File: config.mk
export PLATFORM = sky130hd
export DESIGN_NAME = http_chunked_body_decoder_flat
export DESIGN_NICKNAME = d
export VERILOG_FILES = /design/src/design/chbd_pkg.sv /design/src/design/chbd_if.sv /design/src/design/chbd_parser.sv /design/src/design/chbd_out_buf.sv /design/src/design/http_chunked_body_decoder.sv /design/src/flat_wrapper.sv
export SDC_FILE = /design/constraint.sdc
export NUM_CORES = 1
export LEC_CHECK = 0
export BUFFER_PORTS_ARGS = -buffer_cell sky130_fd_sc_hd__buf_2
export CORE_MARGIN = 3
export CORE_UTILIZATION = 30
export CTS_CLUSTER_SIZE = 12
export DETAILED_ROUTE_END_ITERATION = 16
export PLACE_DENSITY_LB_ADDON = 0.3
export SLEW_MARGIN = 5
export SYNTH_ARGS = -nofsm -noshare
export SYNTH_HDL_FRONTEND = slang
export SYNTH_SLANG_ARGS = --single-unit
File: constraint.sdc
create_clock -name clk -period 7.3 [get_ports clk]
set_input_delay 0.73 -clock clk [delete_from_list [all_inputs] [get_ports clk]]
set_output_delay 0.73 -clock clk [all_outputs]
set_load 0.005 [all_outputs]
File: src/design/chbd_pkg.sv
// Package for the chunked body decoder: parse phases, result codes, the result word
// and the byte class helpers. No dependencies.
`default_nettype none
package chbd_pkg;

  localparam logic [31:0] MAX_BODY_RESET = 32'd1048576;

  typedef enum logic [3:0] {
    PH_SIZE_START = 4'd0,
    PH_SIZE       = 4'd1,
    PH_SIZE_LF    = 4'd2,
    PH_EXT        = 4'd3,
    PH_DATA       = 4'd4,
    PH_DATA_CR    = 4'd5,
    PH_DATA_LF    = 4'd6,
    PH_LAST       = 4'd7,
    PH_LAST_LF    = 4'd8,
    PH_LAST_EXT   = 4'd9,
    PH_TR_START   = 4'd10,
    PH_NAME       = 4'd11,
    PH_VALUE      = 4'd12,
    PH_VALUE_LF   = 4'd13,
    PH_LINE_START = 4'd14,
    PH_END_LF     = 4'd15
  } phase_t;

  typedef enum logic [1:0] {
    KIND_DATA = 2'd0,
    KIND_END  = 2'd1,
    KIND_ERR  = 2'd2
  } kind_t;

  typedef enum logic [1:0] {
    ERR_SYNTAX   = 2'd0,
    ERR_LARGE    = 2'd1,
    ERR_OVERFLOW = 2'd2
  } err_t;

  typedef struct packed {
    kind_t      kind;
    logic [7:0] data;
    err_t       code;
  } result_t;

  localparam logic [7:0] CH_ZERO  = 8'h30;
  localparam logic [7:0] CH_SEMI  = 8'h3B;
  localparam logic [7:0] CH_COLON = 8'h3A;
  localparam logic [7:0] CH_CR    = 8'h0D;
  localparam logic [7:0] CH_LF    = 8'h0A;
  localparam logic [7:0] CH_SP    = 8'h20;
  localparam logic [7:0] CH_TAB   = 8'h09;

  // {valid, value}
  function automatic logic [4:0] hex_value(input logic [7:0] b);
    logic [4:0] r;
    r = 5'd0;
    if (b >= 8'h30 && b <= 8'h39) r = {1'b1, 4'(b - 8'h30)};
    else if (b >= 8'h61 && b <= 8'h66) r = {1'b1, 4'(b - 8'h57)};
    else if (b >= 8'h41 && b <= 8'h46) r = {1'b1, 4'(b - 8'h37)};
    return r;
  endfunction

  function automatic logic is_tchar(input logic [7:0] b);
    logic r;
    r = (b >= 8'h30 && b <= 8'h39) || (b >= 8'h61 && b <= 8'h7A) ||
        (b >= 8'h41 && b <= 8'h5A);
    case (b)
      8'h21, 8'h23, 8'h24, 8'h25, 8'h26, 8'h27, 8'h2A, 8'h2B,
      8'h2D, 8'h2E, 8'h5E, 8'h5F, 8'h60, 8'h7C, 8'h7E: r = 1'b1;
      default: ;
    endcase
    return r;
  endfunction

  function automatic logic is_ws(input logic [7:0] b);
    return (b == CH_SP) || (b == CH_TAB);
  endfunction

  function automatic logic is_vchar(input logic [7:0] b);
    return (b >= 8'h21 && b <= 8'h7E) || (b >= 8'h80);
  endfunction

endpackage
`default_nettype wire

File: src/design/chbd_if.sv
// Channel interfaces for the chunked body decoder: raw byte words in, result words out.
// No dependencies.
`default_nettype none
interface chbd_in_if;
  logic       valid;
  logic       ready;
  logic [7:0] raw_byte;
  logic       message_start;
  modport source (output valid, output raw_byte, output message_start, input ready);
  modport sink (input valid, input raw_byte, input message_start, output ready);
endinterface

interface chbd_out_if;
  logic       valid;
  logic       ready;
  logic [1:0] kind;
  logic [7:0] data_byte;
  logic [1:0] error_code;
  modport source (output valid, output kind, output data_byte, output error_code,
                  input ready);
  modport sink (input valid, input kind, input data_byte, input error_code,
                output ready);
endinterface
`default_nettype wire

File: src/design/chbd_parser.sv
// Input register and per-byte parser of the chunked body decoder.
// Depends on chbd_pkg.
`default_nettype none
module chbd_parser #(
  parameter int SIZE_BITS = 32
) (
  input  wire logic              clk,
  input  wire logic              rst_n,
  input  wire logic              in_valid,
  output logic                   in_ready,
  input  wire logic [7:0]        raw_byte,
  input  wire logic              message_start,
  input  wire logic [31:0]       max_body_bytes,
  input  wire logic              buf_full,
  output logic                   push,
  output chbd_pkg::result_t      res
);
  import chbd_pkg::*;

  logic                 s_valid_r, s_valid_nxt;
  logic [7:0]           s_byte_r;
  logic                 s_start_r;
  phase_t               ph_r, ph_nxt, ph_c;
  logic [SIZE_BITS-1:0] chunk_r, chunk_nxt;
  logic [SIZE_BITS-1:0] dr_r, dr_nxt;
  logic [32:0]          raw_r, raw_nxt, raw_c, raw_inc;
  logic                 saw_r, saw_nxt;
  logic                 fin_r, fin_nxt, fin_c;
  logic                 advance;
  logic [4:0]           hv;
  logic [7:0]           b;
  logic                 do_err, do_data, do_end;
  err_t                 err_code;

  assign advance  = s_valid_r && !buf_full;
  assign in_ready = !s_valid_r || advance;
  assign b        = s_byte_r;
  assign hv       = hex_value(b);
  assign ph_c     = s_start_r ? PH_SIZE_START : ph_r;
  assign fin_c    = s_start_r ? 1'b0 : fin_r;
  assign raw_c    = s_start_r ? 33'd0 : raw_r;
  assign raw_inc  = raw_c + 33'd1;

  always_comb begin
    s_valid_nxt = s_valid_r;
    if (in_valid && in_ready) begin
      s_valid_nxt = 1'b1;
    end else if (advance) begin
      s_valid_nxt = 1'b0;
    end
  end

  always_comb begin
    ph_nxt    = ph_r;
    chunk_nxt = chunk_r;
    dr_nxt    = dr_r;
    raw_nxt   = raw_r;
    saw_nxt   = saw_r;
    fin_nxt   = fin_r;
    do_err    = 1'b0;
    do_data   = 1'b0;
    do_end    = 1'b0;
    err_code  = ERR_SYNTAX;
    if (advance) begin
      if (s_start_r) begin
        ph_nxt    = PH_SIZE_START;
        chunk_nxt = '0;
        dr_nxt    = '0;
        raw_nxt   = '0;
        saw_nxt   = 1'b0;
        fin_nxt   = 1'b0;
      end
      if (!fin_c) begin
        raw_nxt = raw_inc;
        if (raw_inc > {1'b0, max_body_bytes}) begin
          do_err   = 1'b1;
          err_code = ERR_LARGE;
        end else begin
          case (ph_c)
            PH_SIZE_START: begin
              if (b == CH_ZERO) begin
                ph_nxt = PH_LAST;
              end else if (!hv[4]) begin
                do_err = 1'b1;
              end else begin
                chunk_nxt = {{(SIZE_BITS-4){1'b0}}, hv[3:0]};
                ph_nxt    = PH_SIZE;
              end
            end
            PH_SIZE: begin
              if (hv[4]) begin
                if (chunk_r[SIZE_BITS-1 -: 4] != 4'd0) begin
                  do_err   = 1'b1;
                  err_code = ERR_OVERFLOW;
                end else begin
                  chunk_nxt = {chunk_r[SIZE_BITS-5:0], hv[3:0]};
                end
              end else if (b == CH_SEMI) begin
                saw_nxt = 1'b0;
                ph_nxt  = PH_EXT;
              end else if (b == CH_CR) begin
                ph_nxt = PH_SIZE_LF;
              end else begin
                do_err = 1'b1;
              end
            end
            PH_SIZE_LF: begin
              if (b != CH_LF) begin
                do_err = 1'b1;
              end else begin
                dr_nxt = chunk_r;
                ph_nxt = (chunk_r != '0) ? PH_DATA : PH_DATA_CR;
              end
            end
            PH_EXT: begin
              if (saw_r && b == CH_LF) begin
                saw_nxt = 1'b0;
                dr_nxt  = chunk_r;
                ph_nxt  = (chunk_r != '0) ? PH_DATA : PH_DATA_CR;
              end else begin
                saw_nxt = (b == CH_CR);
              end
            end
            PH_DATA: begin
              dr_nxt  = dr_r - {{(SIZE_BITS-1){1'b0}}, 1'b1};
              do_data = 1'b1;
              if (dr_r == {{(SIZE_BITS-1){1'b0}}, 1'b1}) begin
                ph_nxt = PH_DATA_CR;
              end
            end
            PH_DATA_CR: begin
              if (b != CH_CR) do_err = 1'b1;
              else ph_nxt = PH_DATA_LF;
            end
            PH_DATA_LF: begin
              if (b != CH_LF) begin
                do_err = 1'b1;
              end else begin
                chunk_nxt = '0;
                ph_nxt    = PH_SIZE_START;
              end
            end
            PH_LAST: begin
              if (b == CH_ZERO) begin
                ph_nxt = PH_LAST;
              end else if (b == CH_SEMI) begin
                saw_nxt = 1'b0;
                ph_nxt  = PH_LAST_EXT;
              end else if (b == CH_CR) begin
                ph_nxt = PH_LAST_LF;
              end else begin
                do_err = 1'b1;
              end
            end
            PH_LAST_LF: begin
              if (b != CH_LF) do_err = 1'b1;
              else ph_nxt = PH_TR_START;
            end
            PH_LAST_EXT: begin
              if (saw_r && b == CH_LF) begin
                saw_nxt = 1'b0;
                ph_nxt  = PH_TR_START;
              end else begin
                saw_nxt = (b == CH_CR);
              end
            end
            PH_TR_START, PH_LINE_START: begin
              if (ph_c == PH_LINE_START && is_ws(b)) begin
                ph_nxt = PH_VALUE;
              end else if (is_tchar(b)) begin
                ph_nxt = PH_NAME;
              end else if (b == CH_CR) begin
                ph_nxt = PH_END_LF;
              end else begin
                do_err = 1'b1;
              end
            end
            PH_NAME: begin
              if (is_tchar(b)) begin
                ph_nxt = PH_NAME;
              end else if (b == CH_COLON) begin
                ph_nxt = PH_VALUE;
              end else begin
                do_err = 1'b1;
              end
            end
            PH_VALUE: begin
              if (is_ws(b) || is_vchar(b)) begin
                ph_nxt = PH_VALUE;
              end else if (b == CH_CR) begin
                ph_nxt = PH_VALUE_LF;
              end else begin
                do_err = 1'b1;
              end
            end
            PH_VALUE_LF: begin
              if (b != CH_LF) do_err = 1'b1;
              else ph_nxt = PH_LINE_START;
            end
            PH_END_LF: begin
              if (b != CH_LF) begin
                do_err = 1'b1;
              end else begin
                fin_nxt = 1'b1;
                do_end  = 1'b1;
              end
            end
            default: do_err = 1'b1;
          endcase
        end
        if (do_err) fin_nxt = 1'b1;
      end
    end
  end

  always_comb begin
    push     = do_err || do_data || do_end;
    res.kind = do_err ? KIND_ERR : (do_end ? KIND_END : KIND_DATA);
    res.data = do_data ? b : 8'd0;
    res.code = do_err ? err_code : ERR_SYNTAX;
  end

  always_ff @(posedge clk) begin
    if (!rst_n) begin
      s_valid_r <= 1'b0;
      ph_r      <= PH_SIZE_START;
      chunk_r   <= '0;
      dr_r      <= '0;
      raw_r     <= '0;
      saw_r     <= 1'b0;
      fin_r     <= 1'b0;
    end else begin
      s_valid_r <= s_valid_nxt;
      ph_r      <= ph_nxt;
      chunk_r   <= chunk_nxt;
      dr_r      <= dr_nxt;
      raw_r     <= raw_nxt;
      saw_r     <= saw_nxt;
      fin_r     <= fin_nxt;
    end
  end

  always_ff @(posedge clk) begin
    if (in_valid && in_ready) begin
      s_byte_r  <= raw_byte;
      s_start_r <= message_start;
    end
  end

endmodule
`default_nettype wire

File: src/design/chbd_out_buf.sv
// Two-word result buffer: a two-entry FIFO with read and write pointers.
// Depends on chbd_pkg.
`default_nettype none
module chbd_out_buf (
  input  wire logic              clk,
  input  wire logic              rst_n,
  input  wire logic              push,
  input  wire chbd_pkg::result_t push_res,
  output logic                   full,
  output logic                   out_valid,
  input  wire logic              out_ready,
  output chbd_pkg::result_t      out_res
);
  import chbd_pkg::*;

  result_t    mem_r [2];
  logic       wr_ptr_r, wr_ptr_nxt;
  logic       rd_ptr_r, rd_ptr_nxt;
  logic [1:0] cnt_r, cnt_nxt;
  logic       pop;

  assign full      = (cnt_r == 2'd2);
  assign out_valid = (cnt_r != 2'd0);
  assign out_res   = mem_r[rd_ptr_r];
  assign pop       = out_valid && out_ready;

  always_comb begin
    wr_ptr_nxt = push ? !wr_ptr_r : wr_ptr_r;
    rd_ptr_nxt = pop ? !rd_ptr_r : rd_ptr_r;
    cnt_nxt    = cnt_r + {1'b0, push} - {1'b0, pop};
  end

  always_ff @(posedge clk) begin
    if (!rst_n) begin
      wr_ptr_r <= 1'b0;
      rd_ptr_r <= 1'b0;
      cnt_r    <= 2'd0;
    end else begin
      wr_ptr_r <= wr_ptr_nxt;
      rd_ptr_r <= rd_ptr_nxt;
      cnt_r    <= cnt_nxt;
    end
  end

  always_ff @(posedge clk) begin
    if (push) begin
      mem_r[wr_ptr_r] <= push_res;
    end
  end

endmodule
`default_nettype wire

File: src/design/http_chunked_body_decoder.sv
// Top level of the chunked body decoder: size register, parser and result buffer.
// Depends on chbd_pkg, chbd_if, chbd_parser and chbd_out_buf.
//
// Takes one raw byte of a chunked message per cycle unless the result buffer is full, and
// gives at most one word per byte: a body data byte, the end of body, or an error with its
// code. A byte is held in the input register when it is taken and parsed straight out of
// it, and its result word goes into the result buffer and is offered on the output.
// The two-word result buffer keeps parsing going while one result waits; input stalls
// once both entries are occupied. After an end or an error, bytes are taken and dropped
// until one arrives with message_start set.
`default_nettype none
module http_chunked_body_decoder #(
  parameter int SIZE_BITS = 32
) (
  input  wire logic        clk,
  input  wire logic        rst_n,
  chbd_in_if.sink          in_ch,
  chbd_out_if.source       out_ch,
  input  wire logic        cfg_wr_en,
  input  wire logic [31:0] cfg_wr_data
);
  import chbd_pkg::*;

  logic [31:0] max_body_r;
  logic        push;
  logic        full;
  result_t     push_res;
  result_t     out_res;

  always_ff @(posedge clk) begin
    if (!rst_n) begin
      max_body_r <= MAX_BODY_RESET;
    end else if (cfg_wr_en) begin
      max_body_r <= cfg_wr_data;
    end
  end

  chbd_parser #(.SIZE_BITS(SIZE_BITS)) u_parser (
    .clk            (clk),
    .rst_n          (rst_n),
    .in_valid       (in_ch.valid),
    .in_ready       (in_ch.ready),
    .raw_byte       (in_ch.raw_byte),
    .message_start  (in_ch.message_start),
    .max_body_bytes (max_body_r),
    .buf_full       (full),
    .push           (push),
    .res            (push_res)
  );

  chbd_out_buf u_out_buf (
    .clk       (clk),
    .rst_n     (rst_n),
    .push      (push),
    .push_res  (push_res),
    .full      (full),
    .out_valid (out_ch.valid),
    .out_ready (out_ch.ready),
    .out_res   (out_res)
  );

  assign out_ch.kind       = out_res.kind;
  assign out_ch.data_byte  = out_res.data;
  assign out_ch.error_code = out_res.code;

endmodule
`default_nettype wire

File: src/flat_wrapper.sv
// flat-port wrapper written by rule: the top's interface ports become plain ports
module http_chunked_body_decoder_flat import chbd_pkg::*;
#(
  parameter int SIZE_BITS = 32
)
  (clk, rst_n, cfg_wr_en, cfg_wr_data, in_ch_valid, in_ch_raw_byte, in_ch_message_start, in_ch_ready, out_ch_valid, out_ch_kind, out_ch_data_byte, out_ch_error_code, out_ch_ready);
  chbd_in_if in_ch_i ();
  chbd_out_if out_ch_i ();
  input  wire logic clk;
  input  wire logic rst_n;
  input  wire logic cfg_wr_en;
  input  wire logic [31:0] cfg_wr_data;
  input wire logic [$bits(in_ch_i.valid)-1:0] in_ch_valid;
  input wire logic [$bits(in_ch_i.raw_byte)-1:0] in_ch_raw_byte;
  input wire logic [$bits(in_ch_i.message_start)-1:0] in_ch_message_start;
  output wire logic [$bits(in_ch_i.ready)-1:0] in_ch_ready;
  output wire logic [$bits(out_ch_i.valid)-1:0] out_ch_valid;
  output wire logic [$bits(out_ch_i.kind)-1:0] out_ch_kind;
  output wire logic [$bits(out_ch_i.data_byte)-1:0] out_ch_data_byte;
  output wire logic [$bits(out_ch_i.error_code)-1:0] out_ch_error_code;
  input wire logic [$bits(out_ch_i.ready)-1:0] out_ch_ready;
  assign in_ch_i.valid = in_ch_valid;
  assign in_ch_i.raw_byte = in_ch_raw_byte;
  assign in_ch_i.message_start = in_ch_message_start;
  assign in_ch_ready = in_ch_i.ready;
  assign out_ch_valid = out_ch_i.valid;
  assign out_ch_kind = out_ch_i.kind;
  assign out_ch_data_byte = out_ch_i.data_byte;
  assign out_ch_error_code = out_ch_i.error_code;
  assign out_ch_i.ready = out_ch_ready;
  http_chunked_body_decoder #(.SIZE_BITS(SIZE_BITS)) u_core (.clk(clk), .rst_n(rst_n), .in_ch(in_ch_i), .out_ch(out_ch_i), .cfg_wr_en(cfg_wr_en), .cfg_wr_data(cfg_wr_data));
endmodule
==> flow_summary.toml <==
[synth]
syn_area_per_cell_um2 = 8.60
syn_inst = 1241
netlist_area_mm2 = 0.0107
synth_edf_count = 33
ys_async_sr_fraction_pct = 0
synth_warnings = 0
synth_flop_cell = "dfxtp_1"
syn-num-nets = 1329
ys_types = 91
ys_seq_area_share_pct = 35.7
ys_ff_latch = 174

[floorplan]
rows = 68
die_h_um = 195
start_util_pct = 30.7
coreArea_mm2 = 0.0348
dieArea_mm2 = 0.0379
num_io_pins = 60
die_w_um = 195

[critical_path]
cp_slowest_cell = "a211oi_2"
rr_startpoint = "u_core.u_parser.s_start_r"
crit_path_cell_trace = "nor2b_1 > ha_1 > and3b_1 > and4_4 > nand2_1 > or4_1 > a21oi_1 > ha_1 > nand4_1 > nor4_1 > o21ai_0 > a31oi_1 > a21oi_2 > buf_4 > a211oi_2"
arrival_ns = 5.49
worstSetupPathType = "register to register"
crit_path_start = "u_core.u_parser.s_start_r"
rr_worst_depth = 15
startpoint_type = "register"
cpMostUsedCell = "ha_1"
cp.required_ns = 7.36
r2r-end = "u_core.u_out_buf.mem_r[1][10]"
cp_max_fo = 18
max_stage_delay_ns = 0.83
reg2reg_setup_slack_ns = 1.87
worstSetupEndpointType = "register"

[sta]
finalHoldViolations = 0
drv_slew = 0
final-setup-viol-count = 0
worstMarginPinSlew_ns = 1.16
fin_crit_ns = 5.43
slew_headroom_pct = 22.2
fin_setup_tns_ns = 0
fin_ws_ns = 1.87
fmax_mhz = 184
clock_skew_ns = 0.0102
rsz0062_at_grt = "no"
min_period_over_period_pct = 74.3

[power]
clkPwrFrac_pct = 37.6
swShare_pct = 29.2
p_comb_share_pct = 15.1
design_power_total_mw = 2.25
p_leak_nw = 4.41
max-vdd-ir-drop_v = 0.000176
p_int_mw = 1.59
powerDensity_mw_per_mm2 = 190
seqPwrFrac_pct = 47.2
switchingPower_uw = 656

[detailed_routing]
first_pass_iters = 6
vias = 9533
drc_errors = 0
avgRoutedWirePerCell_um = 17.9
drt-total-wl_mm = 30.8
ant_nets = 0
dr.first_iter.drc_count = 842
via_per_inst = 5.53

[global_routing]
grt_max_degree = 90
antenna_found_initial = 0
grt_overflow = 0
grtUsageTotal_pct = 16.1
grt_pass1_vias = 9083
grt_pass1_wl_mm = 49.9

[clock_network]
cts_buffers = 17
cts.sinks = 174
cts_resized = 0
cts_tree = "built"
cts_setup_buffers = 0
ctsLongestPathBuffers = 2
cts-root-buf = "clkbuf_16"
cts.clk_slew.worst_paths_ns = 0.07
cts-hold-fix-buffers = 0
htree_levels = 4
clock_latency_ns = 0.44

[run_status]
outcome = "finished, final reports clean"

[layout]
final_layout_size_suffix_gt1_share_pct = 11.4
finalNetCount = 1343
antennaDiodeCount = 0
syn2layout_area_growth_pct = 10.9

[worst_hold_path]
worstHoldPathCells = 1
hold_path_class = "input pin to register"
min_to = "u_core.u_parser.b[4]"
worstHoldStart = "in_ch_raw_byte[4]"

[placed_design]
pre_cts_ws_ns = 1.86
dpl.hpwl_mm = 21.7
place_congestion = 0.904
port-buffer-count = 59

[flow_run]
cap_violations = 0
per-layer routing:
| layer | track usage (%) | wire length, µm |
|---|---|---|
| met1 | 22.4 | 14500 |
| met2 | 24.9 | 13700 |
| met3 | 3.48 | 1970 |
| met4 | 5.21 | 608 |
| met5 | 0 | 0 |
metrics by stage:
step | cells | hold WS, ns | area, µm² | util [%]
after floorplan | 1241 | 0.449 | 10700 | -
after global placement | 1691 | 0.473 | 11300 | 32.5
after detailed placement | 1691 | 0.477 | 11300 | 32.5
after CTS | 1723 | 0.437 | 11800 | 34.0
after global routing | 1723 | 0.436 | 11800 | 34.0
final | 1723 | 0.458 | 11800 | 34.0
layout by cell type, fill, tap and decap left out, types with 6 or more instances in the layout:
| cell type | count |
|---|---|
| a211oi_1 | 6 |
| a21boi_0 | 22 |
| a21o_1 | 6 |
| a21oi_1 | 52 |
| a221oi_1 | 6 |
| a22o_1 | 35 |
| a22oi_1 | 14 |
| a31oi_1 | 15 |
| a32o_1 | 8 |
| and2_1 | 12 |
| and3_1 | 24 |
| and4_1 | 10 |
| buf_2 | 59 |
| buf_4 | 15 |
| clkbuf_16 | 17 |
| dfxtp_1 | 141 |
| edfxtp_1 | 33 |
| ha_1 | 42 |
| inv_1 | 51 |
| mux2_2 | 13 |
| mux2i_1 | 36 |
| nand2_1 | 110 |
| nand2b_1 | 10 |
| nand3_1 | 34 |
| nand4_1 | 29 |
| nor2_1 | 93 |
| nor2b_1 | 58 |
| nor3_1 | 32 |
| nor3b_1 | 12 |
| nor4_1 | 25 |
| o211ai_1 | 9 |
| o21ai_0 | 53 |
| o22ai_1 | 9 |
| o2bb2ai_1 | 18 |
| o31ai_1 | 10 |
| or4_1 | 6 |
| xnor2_1 | 23 |
| xor2_1 | 18 |
cells in the mapped netlist, types with 12 or more instances:
cell       number  area [µm²]
and2_1         12        75.1
o21ai_0        53         265
nand4_1        29         181
xnor2_1        23         201
clkbuf_1       56         210
nand2_1       110         413
a21boi_0       22         165
a22o_1         35         307
ha_1           42         526
nor3b_1        12        90.1
a22oi_1        14         105
mux2i_1        36         360
a21oi_1        53         265
nor3_1         33         165
dfxtp_1       141        2820
o2bb2ai_1      18         158
mux2_2         13         146
xor2_1         18         158
nand3_1        34         170
and3_1         24         150
edfxtp_1       33         991
nor2_1         93         349
a31oi_1        15        93.8
nor2b_1        58         363
inv_1          51         191
nor4_1         25         156
cells by family (layout without fill, tap and decap cells):
logic type	count (synthesis)	in the layout	share of synthesized area, %
buf+inv	130	157	5.16
flops	174	174	35.7
compound gates	316	316	21.3
fa+ha+maj	42	42	4.92
xor+xnor	43	43	3.77
simple gates	487	487	24.4
mux	49	49	4.75
power groups by stage:
| stage | clock [mW] | sequential, mW | combinational, mW |
|---|---|---|---|
| after floorplan | 0 | 1.06 | 0.249 |
| after global placement | 0 | 1.08 | 0.339 |
| after detailed placement | 0 | 1.08 | 0.342 |
| after CTS | 0.865 | 1.06 | 0.344 |
| after global routing | 0.909 | 1.07 | 0.380 |
| final | 0.845 | 1.06 | 0.340 |
state kept, by name, indices dropped and copies added, names as in the netlist, 2 cells and up, named ones only:
| signal | count |
|---|---|
| u_core.u_parser.dr_r | 32 |
| u_core.u_out_buf.mem_r | 24 |
| u_core.u_parser.ph_r | 4 |
| u_core.max_body_r | 32 |
| u_core.u_out_buf.cnt_r | 2 |
| u_core.u_parser.b | 8 |
| u_core.u_parser.chunk_r | 32 |
| u_core.u_parser.raw_r | 33 |
worst max-delay path: cells and delay by family (launching register included):
kind | cells | cell delay, ns
DFF | 1 | 0.57
AOI/OAI and AO/OA | 5 | 1.85
buffers and inverters | 1 | 0.22
and+or+nand+nor | 7 | 1.87
adders and majority gates | 2 | 0.50
worst max path at each step:
stage / to / cells past startpoint / slack [ns]
after global routing: u_core.u_parser.dr_r[5] / 16 / 1.42
final: u_core.u_out_buf.mem_r[1][10] / 15 / 1.87
after CTS: u_core.u_out_buf.mem_r[1][10] / 15 / 1.82
after global placement: u_core.u_out_buf.mem_r[1][2] / 15 / 2.01
after floorplan: u_core.u_out_buf.mem_r[0][0] / 21 / 1.61
after detailed placement: u_core.u_out_buf.mem_r[1][2] / 15 / 1.86
final cells by class:
cell class	count	area, µm²
clock buffers	19	433
clock inverters	13	91.3
repair buffers	74	408
multi-input cells	937	6330
fillers	3591	23000
flip-flops and latches	174	3810
well taps	455	569
inverters	51	191
Power figures use the tool's default switching activity.
